`src/rtl/nptw_pkg.sv`:
```
`timescale 1ns / 1ps

package nptw_pkg;

  localparam int unsigned AddrW      = 52;
  localparam int unsigned GuestAddrW = 48;
  localparam int unsigned EntryW     = 64;
  localparam int unsigned LevelW     = 2;
  localparam int unsigned PermW      = 3;
  localparam int unsigned IdxW       = 9;
  localparam int unsigned LargeBit   = 7;

  localparam logic [AddrW-1:0]  MaskReset = 52'hF_FFFF_FFFF_F000;
  localparam logic [LevelW-1:0] TopLevel  = 2'd3;
  localparam logic [PermW-1:0]  PermAll   = 3'b111;

  localparam logic KindStart = 1'b0;
  localparam logic KindData  = 1'b1;

  localparam logic ResultRequest = 1'b0;
  localparam logic ResultFinish  = 1'b1;

  typedef struct packed {
    logic                  kind;
    logic [EntryW-1:0]     root_pointer;
    logic [GuestAddrW-1:0] guest_address;
    logic                  address_space;
    logic [EntryW-1:0]     read_data;
  } in_item_t;

  typedef struct packed {
    logic              result_kind;
    logic [AddrW-1:0]  read_address;
    logic              read_space;
    logic [EntryW-1:0] final_entry;
    logic [LevelW-1:0] final_level;
  } out_item_t;

endpackage

```
`src/rtl/nested_page_table_walker_unit.sv`:
```
`timescale 1ns / 1ps

// A transaction that is accepted and advances the walk has its result in the output register in the following cycle.
// Throughput: one transaction per cycle while the input is not stalled; the single output register holds the walk step.
// Input stall follows the output register only when it is full and stalled.
// Reset: walk idle, permissions all ones, output empty, frame mask at its default.
module nested_page_table_walker_unit
  import nptw_pkg::*;
(
  input  logic                clk_i,
  input  logic                rst_ni,
  input  logic                in_valid_i,
  output logic                in_stall_o,
  input  in_item_t            in_data_i,
  output logic                out_valid_o,
  input  logic                out_stall_i,
  output out_item_t           out_data_o,
  input  logic                cfg_valid_i,
  output logic                cfg_ready_o,
  input  logic [AddrW-1:0]    cfg_data_i
);

  logic [AddrW-1:0]      mask_q;
  logic                  busy_q, busy_d;
  logic [LevelW-1:0]     level_q, level_d;
  logic [GuestAddrW-1:0] gaddr_q, gaddr_d;
  logic                  space_q, space_d;
  logic [PermW-1:0]      perm_q, perm_d;
  logic                  out_valid_q, out_valid_d;
  out_item_t             out_q, out_d;

  logic                  in_accept;
  logic                  out_accept;
  logic [LevelW-1:0]     idx_level;
  logic [GuestAddrW-1:0] idx_addr;
  logic [IdxW-1:0]       idx;
  logic [AddrW-1:0]      base;
  logic [AddrW-1:0]      entry_addr;
  logic [EntryW-1:0]     entry;
  logic [PermW-1:0]      perm_new;
  logic                  walk_done;

  assign in_stall_o  = out_valid_q & out_stall_i;
  assign in_accept   = in_valid_i & ~in_stall_o;
  assign out_accept  = out_valid_q & ~out_stall_i;
  assign out_valid_o = out_valid_q;
  assign out_data_o  = out_q;
  assign cfg_ready_o = 1'b1;

  assign entry     = in_data_i.read_data;
  assign perm_new  = perm_q & entry[PermW-1:0];
  assign walk_done = (entry[PermW-1:0] == '0) | entry[LargeBit] | (level_q == '0);

  always_comb begin
    if (in_data_i.kind == KindStart) begin
      idx_level = TopLevel;
      idx_addr  = in_data_i.guest_address;
      base      = in_data_i.root_pointer[AddrW-1:0];
    end else begin
      idx_level = level_q - 1'b1;
      idx_addr  = gaddr_q;
      base      = entry[AddrW-1:0];
    end
  end

  always_comb begin
    case (idx_level)
      2'd0:    idx = idx_addr[20:12];
      2'd1:    idx = idx_addr[29:21];
      2'd2:    idx = idx_addr[38:30];
      default: idx = idx_addr[47:39];
    endcase
  end

  assign entry_addr = (base & mask_q) | {{(AddrW-IdxW-3){1'b0}}, idx, 3'b000};

  always_comb begin
    busy_d      = busy_q;
    level_d     = level_q;
    gaddr_d     = gaddr_q;
    space_d     = space_q;
    perm_d      = perm_q;
    out_valid_d = out_valid_q & ~out_accept;
    out_d       = out_q;
    if (in_accept) begin
      if (in_data_i.kind == KindStart) begin
        if (!busy_q) begin
          busy_d      = 1'b1;
          level_d     = TopLevel;
          gaddr_d     = in_data_i.guest_address;
          space_d     = in_data_i.address_space;
          perm_d      = PermAll;
          out_valid_d = 1'b1;
          out_d       = '{result_kind:  ResultRequest,
                          read_address: entry_addr,
                          read_space:   in_data_i.address_space,
                          final_entry:  '0,
                          final_level:  '0};
        end
      end else if (busy_q) begin
        perm_d      = perm_new;
        out_valid_d = 1'b1;
        if (walk_done) begin
          busy_d = 1'b0;
          out_d  = '{result_kind:  ResultFinish,
                     read_address: '0,
                     read_space:   1'b0,
                     final_entry:  {entry[EntryW-1:PermW], perm_new},
                     final_level:  level_q};
        end else begin
          level_d = level_q - 1'b1;
          out_d   = '{result_kind:  ResultRequest,
                      read_address: entry_addr,
                      read_space:   space_q,
                      final_entry:  '0,
                      final_level:  '0};
        end
      end
    end
  end

  always_ff @(posedge clk_i or negedge rst_ni) begin
    if (!rst_ni) begin
      mask_q      <= MaskReset;
      busy_q      <= 1'b0;
      level_q     <= '0;
      gaddr_q     <= '0;
      space_q     <= 1'b0;
      perm_q      <= PermAll;
      out_valid_q <= 1'b0;
    end else begin
      if (cfg_valid_i && cfg_ready_o) begin
        mask_q <= cfg_data_i;
      end
      busy_q      <= busy_d;
      level_q     <= level_d;
      gaddr_q     <= gaddr_d;
      space_q     <= space_d;
      perm_q      <= perm_d;
      out_valid_q <= out_valid_d;
    end
  end

  always_ff @(posedge clk_i) begin
    out_q <= out_d;
  end

`ifndef SYNTHESIS
  a_start_issues_request: assert property (@(posedge clk_i) disable iff (!rst_ni)
    in_accept && in_data_i.kind == KindStart && !busy_q |=>
      busy_q && out_valid_q && out_q.result_kind == ResultRequest && level_q == TopLevel)
    else $error("start transaction did not open a walk");

  a_last_level_finishes: assert property (@(posedge clk_i) disable iff (!rst_ni)
    in_accept && in_data_i.kind == KindData && busy_q && level_q == '0 |=>
      !busy_q && out_valid_q && out_q.result_kind == ResultFinish)
    else $error("walk did not finish at the last level");

  a_finish_means_idle: assert property (@(posedge clk_i) disable iff (!rst_ni)
    out_valid_q && out_q.result_kind == ResultFinish |-> !busy_q)
    else $error("finish result pending while walk still busy");

  a_request_means_busy: assert property (@(posedge clk_i) disable iff (!rst_ni)
    out_valid_q && out_q.result_kind == ResultRequest |-> busy_q)
    else $error("read request pending while walker idle");

  a_idle_data_dropped: assert property (@(posedge clk_i) disable iff (!rst_ni)
    in_accept && in_data_i.kind == KindData && !busy_q && !out_accept |=>
      $stable(out_valid_q) && !busy_q)
    else $error("data transaction while idle changed the walker");
`endif

endmodule
```
`config.mk`:
```
export PLATFORM = sky130hd
export DESIGN_NAME = nested_page_table_walker_unit
export DESIGN_NICKNAME = d
export VERILOG_FILES = /design/src/rtl/nptw_pkg.sv /design/src/rtl/nested_page_table_walker_unit.sv
export SDC_FILE = /design/constraint.sdc
export NUM_CORES = 1
export LEC_CHECK = 0
export ABC_CLOCK_PERIOD_IN_PS = 4100
export BUFFER_PORTS_ARGS = -buffer_cell sky130_fd_sc_hd__buf_2
export CORE_UTILIZATION = 30
export CTS_BUF_LIST = sky130_fd_sc_hd__clkbuf_4
export DETAILED_ROUTE_END_ITERATION = 10
export MAX_ROUTING_LAYER = met4
export PLACE_DENSITY = 0.58
export SLEW_MARGIN = 20
export SYNTH_ARGS = -nofsm -noshare
export SYNTH_HDL_FRONTEND = slang
export SYNTH_SLANG_ARGS = --single-unit
```
`constraint.sdc`:
```
create_clock -name clk_i -period 4.1 [get_ports clk_i]
set_input_delay 0.205 -clock clk_i [delete_from_list [all_inputs] [get_ports clk_i]]
set_output_delay 0.205 -clock clk_i [all_outputs]
set_load 0.02 [all_outputs]
```
======== Word level (Yosys, flattened, before mapping) ========
Cells that the tools add are included.
storage, ports and cells
  bits in registers ....................... 228
  latch bits .............................. 0
  memory bits (writable) .................. 0
  memory bits (read-only) ................. 0
  output and inout port bits .............. 123
  word-level logic and storage cells ...... 60
  memories ................................ 0
cells by class
  add/subtract/negate cells ............... 1
  $mul .................................... 0
  divide/modulo/power cells ............... 0
  magnitude comparators ................... 0
  eq/ne operators ......................... 5
  shift operators ......................... 0
  muxes and demuxes ....................... 22
  bitwise operators ....................... 14
  reductions and logical operators ........ 6
operators by type and width
  kind                                                                   count
  120-bit 2-to-1 mux                                                     4
  52-bit bitwise AND                                                     1
  52-bit 2-to-1 mux                                                      1
  52-bit by 12-bit bitwise OR with 52-bit output                         1
  48-bit 2-to-1 mux                                                      1
  9-bit case mux with 3 select lines                                     1
  2-bit 2-to-1 mux                                                       5
  3-bit 2-to-1 mux                                                       3
  1-bit 2-to-1 mux                                                       7
  3-bit AND reduction                                                    2
  1-bit NOT                                                              5
  1-bit bitwise AND                                                      4
  2-bit logical NOT                                                      2
  2-bit != test, second input constant                                   2
  4-bit AND reduction                                                    1
  3-bit bitwise AND                                                      1
  3-bit logical NOT                                                      1
  2-bit by 1-bit equality test with 1-bit output, second input constant  1
  2-bit equality test, second input constant                             1
  2-bit by 1-bit != test with 1-bit output, second input constant        1
  1-bit bitwise OR                                                       2
  2-bit by 1-bit subtractor with 2-bit output, second input constant     1

======== Depth between registers and ports, before layout ========
  depth after elaboration ................. 8
  depth in mapped cells ................... 8
  mapped depth without buffers ............ 5

======== Worst setup path before layout ========
No wires, ideal clock.
  path kind ............................... input -> register
  from .................................... input in_data_i[177] (netlist bit)
  to ...................................... register out_q (netlist bit out_data_o[0]), enable pin
  setup time .............................. 0.473 ns
  arrival ................................. 3.459 ns
  setup slack ............................. 0.168 ns
  cell stages on the path ................. 5
  path buffers ............................ 1
  cell sequence ........................... inv_2 clkbuf_1 ha_1 nand2b_1 inv_1
on the way
  cells in the longest elaborated chain, start to end .. 2
  elaborated cells on any way between the ends .. 3
RTL lines
  what                                                                                 line                                  text
  start: declaration                                                                   nested_page_table_walker_unit.sv:14   input in_item_t in_data_i,
  2-bit by 1-bit != test with 1-bit output (no line) or 2-bit != test (tied branches)  -
  3-bit AND reduction (no line) *                                                      -
  end signal: assignment                                                               nested_page_table_walker_unit.sv:145  out_q <= out_d;
  end: declaration                                                                     nested_page_table_walker_unit.sv:30   out_item_t out_q, out_d;
Mark *: on every way between the ends. The rest lies on a longest branch, timed or not.
A chain may end at the register's enable or synchronous reset.

======== Final worst setup path ========
  from .................................... register level_q[0]
  to ...................................... register out_q (netlist bit out_data_o[53]) (data pin)
on the way
  cells in the longest elaborated chain, start to end .. 5
RTL lines
  what                      line                                  text
  start: declaration        nested_page_table_walker_unit.sv:25   logic [LevelW-1:0] level_q, level_d;
  start signal: assignment  nested_page_table_walker_unit.sv:136  level_q <= level_d;
  2-bit logical NOT         nested_page_table_walker_unit.sv:52   assign walk_done = (entry[PermW-1:0] == '0) | entry[LargeBit] | (level_q == '0);
  1-bit bitwise OR          nested_page_table_walker_unit.sv:52
  120-bit 2-to-1 mux        nested_page_table_walker_unit.sv:103  if (walk_done) begin
  120-bit 2-to-1 mux        nested_page_table_walker_unit.sv:100  end else if (busy_q) begin
  120-bit 2-to-1 mux        nested_page_table_walker_unit.sv:86   if (in_data_i.kind == KindStart) begin
Every way passes these cells. The select of a mux whose other input is x is not followed.

==> reports/qor.yml <==
critical_path:
  cp_cell_sequence: "inv_1, ha_1, nor2_4, a21oi_4, buf_4, and2_1"
  endpoint: "out_data_o[53]$_SDFFCE_PN0P_"
  critPathMaxStageDelay_ns: 0.73
  cp-end-kind: "flip-flop"
  path_buf_inv: 2
  critPathLaunchType: "flip-flop"
  arrival_ns: 3.37
  required_ns: 4.62
  crit_type: "reg2reg"
  r2r_slack_ns: 1.26
  crit_fanout: 35
  crit_slowest_cell: "a21oi_4"
  rr_worst_depth: 6
  worstSetupPathDepth: 6
  r2r-start: "level_q[0]$_DFFE_PN0P_"
  cp-startpoint: "level_q[0]$_DFFE_PN0P_"
  crit_family: "buffers and inverters"
  r2r_end: "out_data_o[53]$_SDFFCE_PN0P_"
yosys:
  yosys-top-cells-count: "edfxtp_1 (120), mux2_2 (89), and2_1 (62), dfrtp_1 (53), nand2_1 (50)"
  synth-edff-count: 120
  synth.area.top_cells: "edfxtp_1 (39%), dfrtp_1 (14%), dfstp_2 (12%)"
  synth_seq_area_share_pct: 65.95
  synthCells: 648
  syn-num-nets: 886
  synthArstFlopShare_pct: 44.44
  yosysMostFrequentCell: "edfxtp_1"
  yosys_warnings: 0
  ys_ff_latch: 216
  yosysTopAreaCell: "edfxtp_1"
  avgSynthCellArea_um2: 14.18
  synth-main-ff-cell: "edfxtp_1"
  synth_area_um2: 9188
  synth_top_cell_area_share_pct: 39.22
  synth_cell_types: 40
run:
  maxCapViolations: 0
placed_design:
  globalplace.congestion: 0.7928
  dp.cells: 1341
  hpwl_mm: 17.53
  portBuffers: 332
  dpl_cell_area_um2: 11240
route:
  drc: 0
  via_count: 7718
  viasPerCell: 4.635
  avgRoutedWirePerCell_um: 17.14
  wirelength_mm: 28.54
  drtPass1Iterations: 4
  ant_nets: 0
  drtIter0Drc: 298
global_route:
  track_usage_pct: 18.45
  grt_max_degree: 68
  grt_pass1_vias: 8306
  grt_pass1_wl_mm: 43.66
  grt_overflow: 0
  antenna_found_initial: 1
die:
  dieArea_um2: 31330
  die_w_um: 177
  rows: 63
  start_util_pct: 30.75
  fp.coreArea_um2: 29870
  die_h_um: 177
  num_io_pins: 358
timing:
  slew_violations: 0
  finalCriticalPeriod_ns: 2.842
  hold_viol: 0
  period_share_pct: 69.31
  tightest_slew_ns: 0.9677
  rsz0062_at_grt: "false"
  clock-skew-final_ns: 0.02855
  max_freq_mhz: 351.9
  slew-limit-headroom_pct: 35.49
  setup_viol: 0
  tns_ns: 0
power_and_ir_drop:
  p_per_area_nw_per_um2: 475.9
  leakage_nw: 6.111
  p_total_mw: 6.739
  ir_drop_uv: 268.8
final_layout:
  fin_util_pct: 47.41
  drive_gt1_share_pct: 46.11
  finalNetCount: 1463
  fin_area_um2: 14160
  n_fill_cell: 2717
  fin_cells: 1665
  syn_to_final_growth_pct: 54.15
cts:
  numCtsBuffers: 58
  cts_resized: 0
  cts_buffer_depth: 3
  clock-sinks: 216
  cts.clk_slew.worst_paths_ns: 0.07
  root_buffer: "clkbuf_4"
  clock_latency_ns: 0.67
  cts_tree: "done"
  htreeDepth: 2
run_status:
  outcome: "finished clean"
min_path:
  min_path_type: "in2async"
[final cells by class]
class	instances	area [um2]	share of cell area (%)
Multi-Input combinational cell	384	2900	20.48
Timing Repair Buffer	558	3909	27.60
Inverter	7	28.78	0.2032
Clock inverter	12	51.30	0.3622
Sequential cell	216	6060	42.79
Tap cell	390	488.0	3.446
Clock buffer	96	720.7	5.089
Antenna cell	2	5.005	0.03534
[layer usage]
| metal | vias to the layer above | track usage [%] | part of all wire (%) |
|---|---|---|---|
| met3 | 68 | 4.918 | 7.8 |
| li1 | 3596 | - | - |
| met2 | 347 | 31.23 | 49 |
| met4 | 0 | 7.795 | 3.0 |
| met1 | 3707 | 20.41 | 40 |
| met5 | - | - | 0 |
[cell usage in the layout, fill, tap and decap left out, types with 2 or more instances in the layout]
cell           instances
o32ai_1                9
nor2b_1                6
and3_1                21
clkinv_1               8
o31ai_1                3
a21boi_0              40
clkbuf_4              96
a21oi_1               10
inv_2                  2
dlygate4sd3_1        214
nand2b_1               2
ha_1                   3
clkinv_2               2
mux2_2                89
mux2i_1               18
nor3_1                 4
buf_4                 12
nand3_1                2
inv_1                  5
buf_2                331
and2_1                62
o21ai_0                4
diode_2                2
edfxtp_1             120
dfrtp_1               53
nand4_1               41
a31oi_1                5
a211oi_1               4
dfstp_2               43
nand2_1               50
[worst reg2reg max path, cell delays in order (launching register included)]
cell,delay (ns)
dfrtp_1,0.55
inv_1,0.43
ha_1,0.27
nor2_4,0.07
a21oi_4,0.73
buf_4,0.47
and2_1,0.20
[stage by stage]
stage | hold slack, ns | worst slack, ns
final | 0.1815 | 1.258
after detailed placement | 0.3653 | 1.208
after global routing | 0.1744 | 1.096
after floorplan | -0.09059 | 0.1677
after global placement | 0.3800 | 1.226
after CTS | 0.1274 | 1.204
[cells by family (layout without fill, tap and decap cells)]
logic type	Yosys count	count (layout)	share of synthesized area, %
flops	216	216	65.95
simple gates	193	193	11.82
fa+ha+maj	3	3	0.4086
mux	107	107	12.87
compound gates	80	80	6.374
buf+inv	48	673	2.533
other cells	1	3	0.04082
[worst min path at each step]
stage / start / end / slack [ns] / depth (start not counted)
6_report: rst_ni / mask_q[8]$_DFFE_PN0P_ / 0.18 / 2
5_1_grt: in_data_i[177] / out_data_o[103]$_DFFE_PP_ / 0.17 / 4
4_1_cts: in_data_i[177] / out_data_o[103]$_DFFE_PP_ / 0.13 / 4
3_5_place_dp: rst_ni / mask_q[10]$_DFFE_PN0P_ / 0.37 / 1
3_3_place_gp: rst_ni / mask_q[10]$_DFFE_PN0P_ / 0.38 / 1
2_1_floorplan: rst_ni / busy_q$_DFFE_PN0P_ / -0.09 / 0
[flip-flops by register name, indices dropped and copies added (netlist names)]
name / count
busy_q: 1
gaddr_q: 36
level_q: 2
mask_q: 52
out_data_o: 120
out_valid_o: 1
perm_q: 3
space_q: 1
[power breakdown]
part / switching, mW / total (mW) / internal [mW]
clock network: 0.914 / 1.97 / 1.05
registers: 0.182 / 2.98 / 2.80
logic: 0.936 / 1.79 / 0.858
[what timing repair did]
item,4_1_cts,5_1_grt
buffers inserted,0,0
hold buffers,214,0
hold endpoints to repair,265,0
setup endpoints to repair,0,0
No activity file was read; power rests on OpenSTA's default activity.
